**config.mk**
```make
export PLATFORM = sky130hd
export DESIGN_NAME = hfi_front
export DESIGN_NICKNAME = d
export VERILOG_FILES = /design/src/hfi_pkg.sv /design/src/hfi_front.sv
export SDC_FILE = /design/constraint.sdc
export NUM_CORES = 2
export LEC_CHECK = 0
export CELL_PAD_IN_SITES_DETAIL_PLACEMENT = 1
export CELL_PAD_IN_SITES_GLOBAL_PLACEMENT = 1
export CORE_ASPECT_RATIO = 1.5
export CORE_MARGIN = 8
export CORE_UTILIZATION = 30
export CTS_BUF_LIST = sky130_fd_sc_hd__clkbuf_4 sky130_fd_sc_hd__clkbuf_8
export DETAILED_ROUTE_END_ITERATION = 16
export DONT_BUFFER_PORTS = 1
export PLACE_DENSITY_LB_ADDON = 0.1
export SETUP_SLACK_MARGIN = 0.4
export SLEW_MARGIN = 20
export SYNTH_ARGS = -nofsm -noshare
export SYNTH_HDL_FRONTEND = slang
export SYNTH_SLANG_ARGS = --single-unit
```
**constraint.sdc**
```tcl
create_clock -name clk -period 55.5 [get_ports clk]
set_input_delay 2.775 -clock clk [delete_from_list [all_inputs] [get_ports clk]]
set_output_delay 2.775 -clock clk [all_outputs]
set_load 0.05 [all_outputs]
```
**src/hfi_pkg.sv**
```systemverilog
// ----------------------------------------------------------------------------
// hfi_pkg
// Shared constants, coefficient tables and item types for the interpolator.
// ----------------------------------------------------------------------------
`default_nettype none
package hfi_pkg;
  localparam int MAX_SIDE   = 64;
  localparam int STORE_ROWS = 7;
  localparam int COL_W      = $clog2(MAX_SIDE + 8);
  localparam int CIDX_W     = $clog2(MAX_SIDE);
  localparam int SLOT_W     = 3;
  localparam int ADDR_W     = $clog2(STORE_ROWS * MAX_SIDE);
  localparam int QDEPTH     = 4;
  localparam int QPTR_W     = 2;

  localparam logic [2:0] REG_WIDTH  = 3'd0;
  localparam logic [2:0] REG_HEIGHT = 3'd1;
  localparam logic [2:0] REG_FRACX  = 3'd2;
  localparam logic [2:0] REG_FRACY  = 3'd3;
  localparam logic [2:0] REG_CHROMA = 3'd4;

  // classified job handed from the front to the back
  typedef struct packed {
    logic signed [16:0] hv;        // horizontal result (fits 17 bits signed)
    logic               vpass;     // vertical filter needed
    logic               emit;      // produce an output item
    logic               shift6;    // floor shift by 6 after vertical
    logic               fullpel;   // multiply by 64
    logic [SLOT_W-1:0]  wslot;     // row slot to write
    logic [SLOT_W-1:0]  rslot0;    // first slot of vertical taps
    logic [CIDX_W-1:0]  col;
    logic               last;
  } job_t;

  typedef struct packed {
    logic [6:0] w;
    logic [6:0] h;
    logic [2:0] fx;
    logic [2:0] fy;
    logic       chroma;
  } cfg_t;

  function automatic logic signed [7:0] coef(input logic chroma, input logic [2:0] ph,
                                             input logic [2:0] k);
    logic signed [7:0] c;
    c = 8'sd0;
    if (chroma) begin
      unique case ({ph, k[1:0]})
        5'b00000: c = 8'sd0;   5'b00001: c = 8'sd64;  5'b00010: c = 8'sd0;   5'b00011: c = 8'sd0;
        5'b00100: c = -8'sd2;  5'b00101: c = 8'sd58;  5'b00110: c = 8'sd10;  5'b00111: c = -8'sd2;
        5'b01000: c = -8'sd4;  5'b01001: c = 8'sd54;  5'b01010: c = 8'sd16;  5'b01011: c = -8'sd2;
        5'b01100: c = -8'sd6;  5'b01101: c = 8'sd46;  5'b01110: c = 8'sd28;  5'b01111: c = -8'sd4;
        5'b10000: c = -8'sd4;  5'b10001: c = 8'sd36;  5'b10010: c = 8'sd36;  5'b10011: c = -8'sd4;
        5'b10100: c = -8'sd4;  5'b10101: c = 8'sd28;  5'b10110: c = 8'sd46;  5'b10111: c = -8'sd6;
        5'b11000: c = -8'sd2;  5'b11001: c = 8'sd16;  5'b11010: c = 8'sd54;  5'b11011: c = -8'sd4;
        default:  c = (k[1:0] == 2'd0 || k[1:0] == 2'd3) ? -8'sd2 :
                      (k[1:0] == 2'd1) ? 8'sd10 : 8'sd58;
      endcase
    end else begin
      unique case ({ph[1:0], k})
        5'b00011: c = 8'sd64;
        5'b01000: c = -8'sd1; 5'b01001: c = 8'sd4;  5'b01010: c = -8'sd10; 5'b01011: c = 8'sd58;
        5'b01100: c = 8'sd17; 5'b01101: c = -8'sd5; 5'b01110: c = 8'sd1;
        5'b10000: c = -8'sd1; 5'b10001: c = 8'sd4;  5'b10010: c = -8'sd11; 5'b10011: c = 8'sd40;
        5'b10100: c = 8'sd40; 5'b10101: c = -8'sd11; 5'b10110: c = 8'sd4;  5'b10111: c = -8'sd1;
        5'b11001: c = 8'sd1;  5'b11010: c = -8'sd5; 5'b11011: c = 8'sd17;  5'b11100: c = 8'sd58;
        5'b11101: c = -8'sd10; 5'b11110: c = 8'sd4; 5'b11111: c = -8'sd1;
        default:  c = 8'sd0;
      endcase
    end
    return c;
  endfunction
endpackage
`default_nettype wire

```
**src/hfi_front.sv**
```systemverilog
// ----------------------------------------------------------------------------
// hfi_front
// Window tracking and horizontal filtering; classifies each result into a job.
// ----------------------------------------------------------------------------
`default_nettype none
module hfi_front (
  input  wire logic          clk,
  input  wire logic          rst_n,
  input  wire hfi_pkg::cfg_t cfg,
  input  wire logic          restart,
  input  wire logic          take,
  input  wire logic [7:0]    sample,
  output hfi_pkg::job_t      job,
  output logic               job_valid
);
  import hfi_pkg::*;

  logic [7:0]       tap_r [8];
  logic [COL_W-1:0] wc_r, wr_r, wc_nxt, wr_nxt;
  logic [SLOT_W-1:0] wslot_r, wslot_nxt, vbase_r, vbase_nxt;
  logic [6:0]       w, h;
  logic [2:0]       fx, fy, pre, span;
  logic [7:0]       t [8];
  logic signed [16:0] acc;
  logic             have_h, emit;
  logic [COL_W-1:0] c, r;

  always_comb begin
    w = (cfg.w == 7'd0) ? 7'd1 : (cfg.w > 7'(MAX_SIDE)) ? 7'(MAX_SIDE) : cfg.w;
    h = (cfg.h == 7'd0) ? 7'd1 : (cfg.h > 7'(MAX_SIDE)) ? 7'(MAX_SIDE) : cfg.h;
    pre  = cfg.chroma ? 3'd1 : 3'd3;
    span = cfg.chroma ? 3'd3 : 3'd7;
    fx = cfg.chroma ? cfg.fx : {1'b0, cfg.fx[1:0]};
    fy = cfg.chroma ? cfg.fy : {1'b0, cfg.fy[1:0]};
    for (int i = 0; i < 7; i++) t[i] = tap_r[i+1];
    t[7] = sample;
    acc = '0;
    for (int k = 0; k < 8; k++) begin
      if (cfg.chroma) begin
        if (k >= 4) acc = acc + 17'(coef(1'b1, fx, 3'(k-4)) * $signed({1'b0, t[k]}));
      end else begin
        acc = acc + 17'(coef(1'b0, fx, 3'(k)) * $signed({1'b0, t[k]}));
      end
    end
    have_h = 1'b0;
    c = '0;
    if (fx == 3'd0) begin
      if (wc_r >= COL_W'(pre) && wc_r - COL_W'(pre) < COL_W'(w)) begin
        c = wc_r - COL_W'(pre); have_h = 1'b1;
        acc = 17'($signed({1'b0, sample}));
      end
    end else if (wc_r >= COL_W'(span) && wc_r - COL_W'(span) < COL_W'(w)) begin
      c = wc_r - COL_W'(span); have_h = 1'b1;
    end
    emit = 1'b0;
    r = '0;
    if (fy == 3'd0) begin
      if (wr_r >= COL_W'(pre) && wr_r - COL_W'(pre) < COL_W'(h)) begin
        r = wr_r - COL_W'(pre); emit = have_h;
      end
    end else if (wr_r >= COL_W'(span) && wr_r - COL_W'(span) < COL_W'(h)) begin
      r = wr_r - COL_W'(span); emit = have_h;
    end
    job.hv      = acc;
    job.vpass   = (fy != 3'd0);
    job.emit    = emit;
    job.shift6  = (fx != 3'd0);
    job.fullpel = (fx == 3'd0);
    job.wslot   = wslot_r;
    job.rslot0  = vbase_r;
    job.col     = c[CIDX_W-1:0];
    job.last    = (r == COL_W'(h) - 1'b1) && (c == COL_W'(w) - 1'b1);
    job_valid   = take && have_h;

    wc_nxt = wc_r + 1'b1; wr_nxt = wr_r;
    wslot_nxt = wslot_r; vbase_nxt = vbase_r;
    if (wc_nxt >= COL_W'(w) + COL_W'(span)) begin
      wc_nxt = '0; wr_nxt = wr_r + 1'b1;
      // slot written is wr % span; vertical base is (wr-span) % span == wr % span
      wslot_nxt = (wslot_r == span - 3'd1) ? 3'd0 : wslot_r + 3'd1;
      if (wr_r >= COL_W'(span)) vbase_nxt = (vbase_r == span - 3'd1) ? 3'd0 : vbase_r + 3'd1;
      if (wr_nxt >= COL_W'(h) + COL_W'(span)) begin
        wr_nxt = '0; wslot_nxt = '0; vbase_nxt = '0;
      end
    end
  end

  always_ff @(posedge clk) begin
    if (!rst_n) begin
      wc_r <= '0; wr_r <= '0; wslot_r <= '0; vbase_r <= '0;
      for (int i = 0; i < 8; i++) tap_r[i] <= '0;
    end else if (restart) begin
      wc_r <= '0; wr_r <= '0; wslot_r <= '0; vbase_r <= '0;
    end else if (take) begin
      wc_r <= wc_nxt; wr_r <= wr_nxt; wslot_r <= wslot_nxt; vbase_r <= vbase_nxt;
      for (int i = 0; i < 8; i++) tap_r[i] <= t[i];
    end
  end
endmodule
`default_nettype wire

```
# Word level (Yosys, flattened, before mapping)

Memory sizes are Yosys's and may differ from the RTL's.
Cells that the tools add are included.

Add/sub/neg operators: 24
$mul: 12
Order comparisons: 12
Eq/ne operators: 13
Multiplexer cells: 74
Bitwise operators: 9
Reduce and logical (&&, ||, !) cells: 21

Operator list:

| cell                  | count |
|---|---|
| $mul A8 B9 Y17        | 12 |
| $add A17 B17 Y17      | 11 |
| $mux W8               | 22 |
| $mux W17              | 10 |
| $pmux W8 S3           | 4 |
| $mux W7               | 12 |
| $pmux W7 S7           | 1 |
| $pmux W6 S7           | 1 |
| $pmux W8 S4           | 1 |
| $lt A7 B7 Y1          | 4 |
| $mux W3               | 8 |
| $pmux W6 S3           | 1 |
| $add A7 B1 Y7 const B | 2 |
| $add A7 B3 Y7         | 2 |
| $eq A7 B7 Y1          | 2 |
| $ge A7 B2 Y1          | 2 |
| $ge A7 B3 Y1          | 2 |
| $ge A7 B7 Y1          | 2 |
| $gt A7 B7 Y1 const B  | 2 |
| $logic_not A7 Y1      | 2 |
| $sub A7 B1 Y7 const B | 2 |
| $sub A7 B2 Y7         | 2 |
| $sub A7 B3 Y7         | 2 |
| $pmux W3 S2           | 2 |
| 21 further kinds      | 54 |

Bits in registers: 20
RAM bits: 64
Bits of input ports: 33
Output and inout bits: 35
Logic and storage cells: 170
Memories kept: 1

Memories:

| memory | words | width | read ports | clocked after Yosys merged registers in | write ports | line            | source |
|---|---|---|---|---|---|---|---|
| tap_r  | 8     | 8     | 7          | 0                                       | 8           | hfi_front.sv:18 | `logic [7:0] tap_r [8];` |

# Logic depth before layout (Yosys ltp)

Depth in word-level cells: 23
Gate-level depth with buffers: 109
Depth with buffers taken out: 105

# Worst setup path before layout

OpenSTA, ideal clock, no wires.

Path kind: in2out
Start point: in cfg[4] in the netlist's numbering
End point: out job[30] in the netlist's numbering
Data arrival time: 29.422 ns
Data required time: 52.725 ns
Setup slack: 23.303 ns
Stages: 106
Path buffers: 4
Path through: clkbuf_1 clkbuf_1 inv_1 ha_1 clkbuf_1 buf_1 nand2_1 fa_1 fa_1 inv_1 fa_1 inv_1 fa_1 inv_1 ha_1 o21ai_1 nor2_1 nor3_1 (+70 left out) inv_1 fa_1 fa_1 fa_1 inv_1 fa_1 inv_1 ha_1 inv_1 o21bai_1 a21oi_1 o21bai_1 a21oi_1 nor2b_1 o21ai_0 nor2b_1 xor2_1 o31ai_1

RTL lines:

| item            | line            | source |
|---|---|---|
| start, declared | hfi_front.sv:9  | `input wire hfi_pkg::cfg_t cfg,` |
| end, declared   | hfi_front.sv:13 | `output hfi_pkg::job_t job,` |

==> metrics.csv <==
stage;metric;value;unit
outcome;run status;complete, no violations;
clock_network;hold buffers post-CTS;0;
drt;Iteration-0 DRC Markers;464;
yosys;Yosys warnings;0;
min_path;Min-Delay Path Class;reg2reg;
worst_setup_path;RR Endpoint;wslot_r[2]$_SDFFE_PP0P_;
layout;commonest non-fill, non-tap cells in the layout;inv_1, ha_1, fa_1;
clock_network;CTS tree;done;
placed_design;DP HPWL;83000;um
timing;unrepaired setup endpoints after global routing;false;
layout;Multi-input gate area;0.0252;sq mm
timing;fin crit period;33.64;ns
clock_network;Max clock buf depth;2;
timing;Worst-Margin Slew;1.13;ns
layout;layout cell share with drive strength beyond 1;0.0255;
timing;Final Hold Fails;0;
clock_network;setup bufs post-CTS;0;
timing;TNS Setup;0;ns
worst_setup_path;critical path's slowest cell;o21bai_1;
min_path;min-delay src;wc_r[6]$_SDFFE_PP0P_;
die;standard-cell rows;143;
yosys;mapped cell area;0.0306;sq mm
worst_setup_path;crit-path max FO;51;
grt;gr usage total;0.180;
layout;commonest non-fill, non-tap cell in the layout;inv_1;
clock_network;worst-skew pair later-pin latency;0.47;ns
yosys;top post-synthesis cells by area;fa_1, ha_1, inv_1;
worst_setup_path;worst path buffer plus inverter count;27;
drt;first-pass iteration count of the detailed router;4;
min_path;worst hold path stage count;2;
die;initial core utilization;0.302;
grt;first-pass GRT wire length;156000;um
worst_setup_path;worst r2r path cells;12;
timing;clock skew;0.0252;ns
layout;P&R area growth vs syn;5.52;%
drt;final routed DRC violation total;0;
min_path;hold worst-path end;wc_r[6]$_SDFFE_PP0P_;
drt;via count;22946;
yosys;Synth Register Bits;76;
yosys;Seq/Total Area, Yosys;0.0681;
timing;Relative slew margins;0.244;
grt;grt total ovfl;0;
die;Die H;407;um
drt;Final ANT Viol Nets;0;
timing;crit share post-route;0.606;
placed_design;Port Buffers;0;
clock_network;Worst-path clk slew;0.10;ns
yosys;asr flop ratio synth;0;
timing;Final setup viols;0;
worst_setup_path;FF-to-FF setup slack;52.02;ns
die;I/O pin cnt;68;
die;core area;0.101;sq mm
worst_setup_path;Setup crit end kind;primary output;
worst_setup_path;Crit path required time;52.73;ns
clock_network;TritonCTS Buffers;9;
clock_network;Root Driver;clkbuf_8;
worst_setup_path;critical path class;in2out;
clock_network;Clock Sinks;76;
yosys;number of flops mapped to enable cells by yosys;56;
timing;Max Clk Rate;0.0297;GHz
layout;Total Nets Final;4489;
yosys;leading area contributor after synthesis;fa_1;
die;chip width;277;um
worst_setup_path;Worst EP arrival;30.87;ns
grt;antenna violations before repair;1;
yosys;Cell variety after synth;77;
timing;max-slew violation count;0;
yosys;ys flop type;edfxtp_1;
yosys;synthesized net count;4547;
worst_setup_path;CP max stage delay;0.84;ns
grt;vias in the first global route;26828;
placed_design;GPL Wtd Cong;0.792;
die;die area;0.113;sq mm
worst_setup_path;CP dominant cell by count;fa_1;
yosys;Mapped Cells;3500;
yosys;post-synth top area share;0.278;
worst_setup_path;Top Family by Delay on Critical Path;adder cells;
worst_setup_path;Setup crit start kind;input pin;
drt;DR vias/cell;4.83;
clock_network;htree depth;3;
drt;DRT Wirelength;98600;um
layout;Fillers;11883;
worst_setup_path;RR Startpoint;wr_r[0]$_SDFFE_PP0P_;
run;Max-Cap Viols;0;
grt;largest net degree at the start of global routing;148;
worst_setup_path;Setup crit start;cfg[4];
layout;Seq. cell area;0.00208;sq mm
yosys;Avg Inst Size Synth;8.73;sq um
clock_network;post-CTS sizing;0;
drt;wire per inst;20.7;um
## cell type report
class | instances | area share
Clock buffer | 10 | 0.00427
Timing Repair Buffer | 24 | 0.00559
Clock inverter | 6 | 0.00113
Inverter | 796 | 0.0927
Sequential cell | 76 | 0.0646
Multi-Input combinational cell | 2535 | 0.781
Tap cell | 1305 | 0.0506
Antenna cell | 2 | 0.000155
## synth_stat cells (54+ instances only)
cell type,instances
and2_1,184
edfxtp_1,56
clkbuf_1,83
a21oi_1,118
o21ai_0,62
ha_1,589
xnor2_1,118
fa_1,425
and3_1,77
o21a_1,54
nand2_1,177
nor2_1,168
xor2_1,62
nor2b_1,100
nor3_1,59
inv_1,790
## registers in the layout, summed over array words and instances (netlist names)
name and flops:
wslot_r 3, tap_r 56, wc_r 7, wr_r 7, vbase_r 3
## worst max-delay path by stage
stage | to | slack, ns | depth (start not counted)
floorplan | job[30] | 23.30 | 106
global placement | job[33] | 21.75 | 102
detailed placement | job[33] | 21.69 | 102
CTS | job[33] | 21.54 | 102
global route | job[33] | 20.37 | 101
finish | job[33] | 21.86 | 102
## logic make-up after synthesis
logic type | share of synthesized area
AOI/OAI and AO/OA | 0.0879
xor gates and xnor gates | 0.0523
adders and majority gates | 0.520
buffers and inverters | 0.109
DFF | 0.0681
muxes | 0.00721
and+or+nand+nor | 0.155
## per-stage QoR
| stage | instances | instance area, sq um | utilization | setup WS [ns] | hold WS, ns |
|---|---|---|---|---|---|
| finish | 4754 | 32200 | 0.319 | 21.86 | 0.571 |
| global route | 4752 | 32200 | 0.319 | 20.37 | 0.608 |
| CTS | 4752 | 32200 | 0.319 | 21.54 | 0.579 |
| detailed placement | 4736 | 32100 | 0.317 | 21.69 | 0.562 |
| global placement | 4736 | 32100 | 0.317 | 21.75 | 0.557 |
| floorplan | 3500 | 30600 | - | 23.30 | 0.534 |
## routing by layer
layer	part of all wire	routed length (um)	track usage	vias to the layer above
met5	0	0	0	-
met4	0.027	2620	0.0471	0
met3	0.017	1630	0.0158	99
met2	0.61	60500	0.397	204
met1	0.34	33800	0.171	11658
li1	-	-	-	10985
## worst reg2reg max path, cell delays in order, from the launching register on
cell and delay (ns):
dfxtp_1 0.67, ha_1 0.45, xor2_1 0.19, ha_1 0.25, o21a_1 0.11, o21a_1 0.17, o21a_1 0.16, o21a_1 0.17
o21ai_1 0.16, nor2b_1 0.29, nand4_1 0.24, or3_1 0.42, a31oi_1 0.16
Power is not shown: default switching activity piles up to over one toggle a cycle in this logic, so the estimate is an artifact.
