### src/hfi_pkg.sv
// ----------------------------------------------------------------------------
// hfi_pkg
// Shared constants, coefficient tables and item types for the interpolator.
// ----------------------------------------------------------------------------
`default_nettype none
package hfi_pkg;
  localparam int MAX_SIDE   = 64;
  localparam int STORE_ROWS = 7;
  localparam int COL_W      = $clog2(MAX_SIDE + 8);
  localparam int CIDX_W     = $clog2(MAX_SIDE);
  localparam int SLOT_W     = 3;
  localparam int ADDR_W     = $clog2(STORE_ROWS * MAX_SIDE);
  localparam int QDEPTH     = 4;
  localparam int QPTR_W     = 2;

  localparam logic [2:0] REG_WIDTH  = 3'd0;
  localparam logic [2:0] REG_HEIGHT = 3'd1;
  localparam logic [2:0] REG_FRACX  = 3'd2;
  localparam logic [2:0] REG_FRACY  = 3'd3;
  localparam logic [2:0] REG_CHROMA = 3'd4;

  // classified job handed from the front to the back
  typedef struct packed {
    logic signed [16:0] hv;        // horizontal result (fits 17 bits signed)
    logic               vpass;     // vertical filter needed
    logic               emit;      // produce an output item
    logic               shift6;    // floor shift by 6 after vertical
    logic               fullpel;   // multiply by 64
    logic [SLOT_W-1:0]  wslot;     // row slot to write
    logic [SLOT_W-1:0]  rslot0;    // first slot of vertical taps
    logic [CIDX_W-1:0]  col;
    logic               last;
  } job_t;

  typedef struct packed {
    logic [6:0] w;
    logic [6:0] h;
    logic [2:0] fx;
    logic [2:0] fy;
    logic       chroma;
  } cfg_t;

  function automatic logic signed [7:0] coef(input logic chroma, input logic [2:0] ph,
                                             input logic [2:0] k);
    logic signed [7:0] c;
    c = 8'sd0;
    if (chroma) begin
      unique case ({ph, k[1:0]})
        5'b00000: c = 8'sd0;   5'b00001: c = 8'sd64;  5'b00010: c = 8'sd0;   5'b00011: c = 8'sd0;
        5'b00100: c = -8'sd2;  5'b00101: c = 8'sd58;  5'b00110: c = 8'sd10;  5'b00111: c = -8'sd2;
        5'b01000: c = -8'sd4;  5'b01001: c = 8'sd54;  5'b01010: c = 8'sd16;  5'b01011: c = -8'sd2;
        5'b01100: c = -8'sd6;  5'b01101: c = 8'sd46;  5'b01110: c = 8'sd28;  5'b01111: c = -8'sd4;
        5'b10000: c = -8'sd4;  5'b10001: c = 8'sd36;  5'b10010: c = 8'sd36;  5'b10011: c = -8'sd4;
        5'b10100: c = -8'sd4;  5'b10101: c = 8'sd28;  5'b10110: c = 8'sd46;  5'b10111: c = -8'sd6;
        5'b11000: c = -8'sd2;  5'b11001: c = 8'sd16;  5'b11010: c = 8'sd54;  5'b11011: c = -8'sd4;
        default:  c = (k[1:0] == 2'd0 || k[1:0] == 2'd3) ? -8'sd2 :
                      (k[1:0] == 2'd1) ? 8'sd10 : 8'sd58;
      endcase
    end else begin
      unique case ({ph[1:0], k})
        5'b00011: c = 8'sd64;
        5'b01000: c = -8'sd1; 5'b01001: c = 8'sd4;  5'b01010: c = -8'sd10; 5'b01011: c = 8'sd58;
        5'b01100: c = 8'sd17; 5'b01101: c = -8'sd5; 5'b01110: c = 8'sd1;
        5'b10000: c = -8'sd1; 5'b10001: c = 8'sd4;  5'b10010: c = -8'sd11; 5'b10011: c = 8'sd40;
        5'b10100: c = 8'sd40; 5'b10101: c = -8'sd11; 5'b10110: c = 8'sd4;  5'b10111: c = -8'sd1;
        5'b11001: c = 8'sd1;  5'b11010: c = -8'sd5; 5'b11011: c = 8'sd17;  5'b11100: c = 8'sd58;
        5'b11101: c = -8'sd10; 5'b11110: c = 8'sd4; 5'b11111: c = -8'sd1;
        default:  c = 8'sd0;
      endcase
    end
    return c;
  endfunction
endpackage
`default_nettype wire

### src/hfi_queue.sv
// ----------------------------------------------------------------------------
// hfi_queue
// Short job queue between the front and the back.
// ----------------------------------------------------------------------------
`default_nettype none
module hfi_queue (
  input  wire logic          clk,
  input  wire logic          rst_n,
  input  wire logic          push,
  input  wire hfi_pkg::job_t din,
  input  wire logic          pop,
  output hfi_pkg::job_t      dout,
  output logic               nonempty,
  output logic               space2
);
  import hfi_pkg::*;
  job_t            mem_r [QDEPTH];
  logic [QPTR_W-1:0] wp_r, rp_r;
  logic [QPTR_W:0] cnt_r;

  assign dout = mem_r[rp_r];
  assign nonempty = (cnt_r != '0);
  assign space2 = (cnt_r <= (QPTR_W+1)'(QDEPTH - 2));

  always_ff @(posedge clk) begin
    if (!rst_n) begin
      wp_r <= '0; rp_r <= '0; cnt_r <= '0;
    end else begin
      if (push) wp_r <= wp_r + 1'b1;
      if (pop) rp_r <= rp_r + 1'b1;
      cnt_r <= cnt_r + (QPTR_W+1)'(push) - (QPTR_W+1)'(pop);
    end
  end
  always_ff @(posedge clk) begin
    if (push) mem_r[wp_r] <= din;
  end
endmodule
`default_nettype wire

### config.mk
export PLATFORM = sky130hd
export DESIGN_NAME = hfi_queue
export DESIGN_NICKNAME = d
export VERILOG_FILES = /design/src/hfi_pkg.sv /design/src/hfi_queue.sv
export SDC_FILE = /design/constraint.sdc
export NUM_CORES = 1
export LEC_CHECK = 0
export BUFFER_PORTS_ARGS = -buffer_cell sky130_fd_sc_hd__buf_2
export CAP_MARGIN = 20
export CORE_MARGIN = 3
export CORE_UTILIZATION = 50
export CTS_CLUSTER_DIAMETER = 60
export DETAILED_ROUTE_END_ITERATION = 6
export GPL_ROUTABILITY_DRIVEN = 0
export PLACE_DENSITY = 0.71
export SLEW_MARGIN = 20
export SYNTH_ARGS = -nofsm -noshare
export SYNTH_HDL_FRONTEND = slang
export SYNTH_SLANG_ARGS = --single-unit
export TNS_END_PERCENT = 30
### constraint.sdc
create_clock -name clk -period 2.8 [get_ports clk]
set_clock_uncertainty 0.15 [all_clocks]
set_input_delay 0.14 -clock clk [delete_from_list [all_inputs] [get_ports clk]]
set_output_delay 0.14 -clock clk [all_outputs]
set_load 0.02 [all_outputs]
Yosys cells after proc, flatten, opt, wreduce, memory -nomap -nowiden
Memory sizes are Yosys's and may differ from the RTL's. A register that Yosys moved wholly into a read port is not among the register bits.
Index checks and enable logic that the tools add are counted.
Widths: inputs -> output; s select.
{ "totals": {"register_bits": 7, "mem_bits_rw": 136, "in_bits": 38, "out_inout_bits": 36, "n_memories": 1} }
{ "op_classes": {"add_sub_neg": 4, "n_lt_le_gt_ge": 1, "mux": 4, "reduce_logical": 1} }
{ "mem_list": {"columns": ["name", "words", "width", "read_ports", "rd_ports_with_merged_regs", "wr", "line_no", "rtl"], "rows": [
  ["mem_r", 4, 34, 1, 1, 1, "hfi_queue.sv:17", "job_t mem_r [QDEPTH];"]
]} }
{ "ops": {"columns": ["operator", "count"], "rows": [
  ["$add 2x1->2 const B", 2],
  ["$mux 2", 2],
  ["$add 3x1->3", 1],
  ["$le 3x2->1 const B", 1],
  ["$reduce_bool 3->1", 1],
  ["$sub 3x1->3", 1],
  ["$mux 1", 2]
]} }

Depth between registers and ports, before layout
Gate-level depths: netlist of the first run.
{ "logic_depth": {"ltp_word": 3, "depth_mapped": 8, "mapped_depth_nobuf": 8} }

Worst setup path before layout of the first run
OpenSTA, ideal clock, no wires.
{ "synth_path": {"path_type": "flip-flop to flip-flop", "start": "reg wp_r[0]", "end": "mem mem_r[2][0] (netlist name), enable pin", "setup_ns": 0.394, "arrival_time_ns": 1.376, "setup_slack_ns": 0.879, "stages_incl_launch_ff": 4, "n_path_buf": 0, "synth_period_minus_slack_ns": 1.921, "cell_sequence": "dfxtp_1 inv_1 ha_1 and2_1"} }
{ "synth_lines": {"columns": ["item", "line_no", "rtl"], "rows": [
  ["from (decl)", "hfi_queue.sv:18", "logic [QPTR_W-1:0] wp_r, rp_r;"],
  ["from (signal assigned)", "hfi_queue.sv:29", "if (push) wp_r <= wp_r + 1'b1;"],
  ["to (decl)", "hfi_queue.sv:17", null]
]} }
No word-level cell before the write port.

==> metrics.yaml, run 1 <==
fin_nets: 398
synth_fp_nets: 269
fin_area_um2: 6854
hpwlAfterDp_um: 5637
num_rows: 37
ys_ff_latch: 145
tns_ps: 0
grt_pass1_vias: 2810
netlist_area_um2: 5399
crit_required_ps: 2510
post-route-min-period_ps: 2232
utilization_pct: 65.80
max_stage_delay_ps: 630
synthToLayoutAreaGrowth_pct: 26.95
status: "completed"
hold_class: "input pin to register"
worstRegToRegCells: 6
p_per_area_nw_per_um2: 763.2
synth_cell_types: 20
dieWidth_um: 109.9
finalMaxSlewViolations: 0
synthTopCellsByArea: "edfxtp_1 76%, mux4_2 13%, dfxtp_1 3.3%"
cts_root_buf: "clkbuf_8"
path_buf_inv: 2
hold_viol_final: 0
clk_latency_ps: 520
die_h_um: 109.9
fmax_mhz: 448.1
htree_num_levels: 4
r2r-start: "cnt_r[0]"
cp_max_fo: 18
core-area_um2: 10420
dp.cells: 431
antenna_cells: 0
antenna_found_initial: 0
start_kind: "register"
cts-buffers-inserted: 17
timing.final.crit_share_pct: 79.70
cts_resized: 0
start_util_pct: 51.83
slew_headroom_pct: 64.96
io_pins: 74
via_count: 2589
min_from: "din[32]"
die_area_um2: 12080
synth_edf_count: 136
fin_cells: 501
drive_gt1_share_pct: 40.27
wl_per_cell_um: 19.01
grt_setup_unrepaired: "no"
p_total_mw: 5.231
cp.arrival_ps: 1940
drtIter0Drc: 175
maxCapViolCount: 0
r2r_slack_ps: 910
synth_warnings: 0
netlist.area_leader.share_pct: 75.64
grt_max_degree: 35
setup_viol: 0
min_to: "mem_r[1][32]"
synth_largest_area_cell: "edfxtp_1"
path_clk_slew_ps: 60
cts_tree: "yes"
yosysMostFrequentCell: "edfxtp_1"
async_flop_share_pct: 0
avgSynthCellArea_um2: 24.21
grt_pass1_wl_um: 15060
synthFlopType: "edfxtp_1"
grt_use_total_pct: 17.72
post_drt_via_cell_ratio: 5.168
netlist_top_cells_count: "136 x edfxtp_1, 30 x mux4_2, 9 x dfxtp_1"
hold_path_depth: 2
criticalPathCategory: "register to output pin"
critPathCaptureType: "output pin"
cp_slowest_cell: "dfxtp_2"
nFillCells: 692
leakage_nw: 2.412
crit_chain: "buf_4, mux4_2, buf_2"
r2r_end: "cnt_r[0]"
worstMarginPinSlew_ps: 525.7
critPathTopFamily: "flip-flops"
wirelength_um: 9523
seq_area_frac_synth_pct: 78.98
peakVddDrop_v: 0.0004538
grt_overflow_total: 0
syn_inst: 223
port_buffers: 73
clk_path_buf_depth: 2
place_area_um2: 5917
drc: 0
firstDrtPassIters: 4
cts_sinks: 145
antenna_left: 0
-- logic make-up after synthesis --
family,Yosys count,synth area share [%]
buffers and inverters,16,2.225
adders and majority gates,8,1.993
xor gates and xnor gates,3,0.4868
DFF,145,78.98
and+or+nand+nor,13,1.228
AOI/OAI and AO/OA,3,0.4403
muxes,35,14.65
-- what timing repair did --
| item | 4_1_cts | 5_1_grt |
|---|---|---|
| buffers inserted | 0 | 0 |
| hold buffers | 38 | 0 |
| endpoints found under the hold margin | 145 | 0 |
-- per-stage QoR --
| stage | setup slack (ps) | hold slack [ps] |
|---|---|---|
| 4_1_cts | 503.5 | 205.5 |
| 3_3_place_gp | 1014 | 204.3 |
| 6_report | 568.3 | 233.1 |
| 5_1_grt | 428.8 | 221.8 |
| 3_5_place_dp | 988.8 | 207.6 |
| 2_1_floorplan | 879.3 | 88.87 |
-- per-layer routing --
layer | share of wire [%] | global-route usage (%) | vias up
met3 | 5.4 | 6.224 | 13
met2 | 52 | 28.81 | 66
met1 | 41 | 22.40 | 1325
li1 | - | - | 1185
met4 | 1.2 | 5.877 | 0
met5 | 0 | 0 | -
-- worst max path at each step --
stage	depth (start not counted)	to	from	slack (ps)
floorplan	3	mem_r[2][0]	wp_r[0]	880
global placement	4	mem_r[2][28]	wp_r[0]	1010
detailed placement	4	mem_r[2][19]	wp_r[0]	990
CTS	3	dout[17]	register	500
global route	3	dout[18]	register	430
finish	3	dout[18]	register	570
-- sequential cells by signal, indices dropped and copies added, names as in the netlist, named ones only --
register  flops
mem_r       136
cnt_r         3
wp_r          2
rp_r          2
-- report_power, final --
part | leakage [nW] | total, mW | switching (mW) | internal [mW]
clock network | 0.262 | 2.07 | 0.819 | 1.25
logic | 0.825 | 0.624 | 0.342 | 0.282
registers | 1.32 | 2.53 | 0.0399 | 2.49
total | 2.41 | 5.23 | 1.20 | 4.03
-- cell usage in the layout, fill, tap and decap left out, types with 2 or more instances in the layout --
cell type / Yosys / layout
edfxtp_1: 136 / 136
buf_2: 3 / 73
dlygate4sd3_1: 0 / 38
mux4_2: 30 / 30
clkbuf_16: 0 / 16
inv_1: 8 / 8
ha_1: 7 / 7
dfxtp_1: 9 / 7
nor2_1: 6 / 6
buf_4: 0 / 6
mux4_1: 4 / 4
and2_2: 0 / 4
clkinvlp_4: 0 / 4
xnor2_1: 3 / 3
clkinv_2: 0 / 3
clkinv_1: 0 / 3
dfxtp_2: 0 / 2
clkinv_4: 0 / 2
bufinv_16: 0 / 2
-- cell type report --
| class | count | area, µm² | area share (%) |
|---|---|---|---|
| Clock buffer | 17 | 414.1 | 6.042 |
| Clock inverter | 15 | 142.6 | 2.081 |
| Inverter | 8 | 30.03 | 0.4381 |
| Multi-Input combinational cell | 62 | 1020 | 14.88 |
| Sequential cell | 145 | 4267 | 62.25 |
| Tap cell | 136 | 170.2 | 2.483 |
| Timing Repair Buffer | 118 | 810.8 | 11.83 |
Note: power is estimated with default switching activity, not from simulation.
==> run 2, diff against run 1 <==
==> constraint.sdc (replaced) <==
create_clock -name clk -period 2.29 [get_ports clk]
set_clock_uncertainty 0.15 [all_clocks]
set_input_delay 0.1145 -clock clk [delete_from_list [all_inputs] [get_ports clk]]
set_output_delay 0.1145 -clock clk [all_outputs]
set_load 0.02 [all_outputs]
==> metrics.yaml, run 2 (same netlist as run 1, synthesis figures left out) <==
cp.arrival_ps: 1870  # -70 ps
grt_pass1_wl_um: 14490  # -3.8%
grt_max_degree: 35  # unchanged
hold_viol_final: 0  # unchanged
setup_viol: 0  # unchanged
firstDrtPassIters: 4  # unchanged
num_rows: 37  # unchanged
grt_use_total_pct: 16.91  # -0.82 points
wl_per_cell_um: 18.17  # -4.4%
clk_latency_ps: 510  # about the same
hold_path_depth: 2  # unchanged
min_to: "mem_r[3][10]"
drive_gt1_share_pct: 42.09  # +1.8 points
post_drt_via_cell_ratio: 5.147  # -0.39%
worstMarginPinSlew_ps: 330.4  # -195.3 ps
cts_root_buf: "clkbuf_8"
grt_overflow_total: 0  # unchanged
r2r-start: "cnt_r[0]"
crit_chain: "buf_4, mux4_1, buf_2"
io_pins: 74  # unchanged
criticalPathCategory: "register to output pin"
utilization_pct: 67.02  # +1.2 points
start_kind: "register"
antenna_cells: 0  # unchanged
layout_common_cells: "136 x edfxtp_1, 73 x buf_2, 38 x dlygate4sd3_1, 30 x mux4_2, 16 x clkbuf_16"
hold_class: "input pin to register"
wirelength_um: 9248  # -2.9%
cts-buffers-inserted: 17  # unchanged
dieWidth_um: 109.9  # unchanged
via_count: 2620  # +1.2%
path_depth: 3  # unchanged
status: "completed"
core-area_um2: 10420  # unchanged
worstRegToRegCells: 6  # unchanged
fmax_mhz: 468.5
grt_pass1_vias: 2748  # -2.2%
antenna_left: 0  # unchanged
r2r_end: "cnt_r[0]"
slew_headroom_pct: 77.98  # +13 points
critPathTopFamily: "multiplexers"
r2r_slack_ps: 430  # -480 ps
largest_reg_flops: 136  # unchanged
tns_ps: 0  # unchanged
start_util_pct: 51.83  # unchanged
drtIter0Drc: 110  # -37%
p_per_area_nw_per_um2: 916.8  # +20%
synthToLayoutAreaGrowth_pct: 29.29
post-route-min-period_ps: 2134
cp_max_fo: 8  # -10
timing.final.crit_share_pct: 93.20
fin_nets: 406  # +2.0%
critPathCaptureType: "output pin"
max_stage_delay_ps: 580  # -50 ps
top_regs: "mem_r x136, cnt_r x3"
path_buf_inv: 2  # unchanged
leakage_nw: 2.483  # +2.9%
drc: 0  # unchanged
cts_sinks: 145  # unchanged
htree_num_levels: 4  # unchanged
hpwlAfterDp_um: 5632  # about the same
antenna_found_initial: 0  # unchanged
clk_path_buf_depth: 2  # unchanged
cp_slowest_cell: "mux4_1"
grt_setup_unrepaired: "no"
port_buffers: 73  # unchanged
maxCapViolCount: 0  # unchanged
finalMaxSlewViolations: 0  # unchanged
peakVddDrop_v: 0.0006735  # +48%
min_from: "din[10]"
die_h_um: 109.9  # unchanged
top_register: "mem_r"
cts_tree: "yes"
path_clk_slew_ps: 60  # about the same
crit_required_ps: 2030  # -480 ps
die_area_um2: 12080  # unchanged
final_common_cell: "edfxtp_1"
[run 2: worst max path at each step]
stage / from / endpoint / slack [ps]
after floorplan: wp_r[0] / mem_r[2][0] / 370
after global routing: register / dout[29] / 70
after detailed placement: register / dout[29] / 470
final: register / dout[29] / 160
after global placement: register / dout[29] / 520
after CTS: register / dout[29] / 7
[run 2: metrics by stage]
step | hold slack, ps | area (µm²) | std cells | total power, mW | setup slack, ps
after global placement | 177.4 | 6002 | 434 | 3.871 | 519.1
after floorplan | 63.37 | 5399 | 223 | 3.634 | 369.3
final | 203.3 | 6980 | 509 | 6.400 | 155.6
after detailed placement | 182.2 | 6002 | 434 | 3.893 | 466.0
after global routing | 194.7 | 6980 | 509 | 6.661 | 72.15
after CTS | 176.6 | 6943 | 504 | 6.465 | 7.489
[run 2: worst reg2reg max path, cell delays in order (launching register included)]
cell and delay [ps]:
dfxtp_1 310, inv_1 60, ha_1 270, inv_1 40
ha_1 250, and2_1 150, dlygate4sd3_1 540
[run 2: repair_timing]
action	CTS	global route
endpoints found under the setup margin	23	1
setup buffers	0	5
cloned	0	0
gates resized for setup	1	0
hold endpoints to repair	145	0
hold buffers	38	0
[run 2: layout make-up]
cell class | instances | area [µm²]
clock buffer | 18 | 417.9
clock inverter | 14 | 140.1
fill | 679 | 3436
inverter | 8 | 30.03
multi-input combinational | 62 | 1020
sequential | 145 | 4269
tap | 136 | 170.2
timing repair buffer | 126 | 933.4
[run 2: metal layers]
layer  vias to the layer above  share of wire, %  track usage (%)
met3                         4               5.3            5.167
li1                       1203                 -                -
met1                      1345                42            21.96
met2                        68                52            27.43
met4                         0              0.57            5.610
met5                         -                 0                0
[run 2: report_power, final]
group / internal (mW) / total (mW) / switching (mW)
Sequential: 3.05 / 3.09 / 0.0469
Clock: 1.39 / 2.51 / 1.12
Combinational: 0.374 / 0.795 / 0.421
Total: 4.81 / 6.40 / 1.59
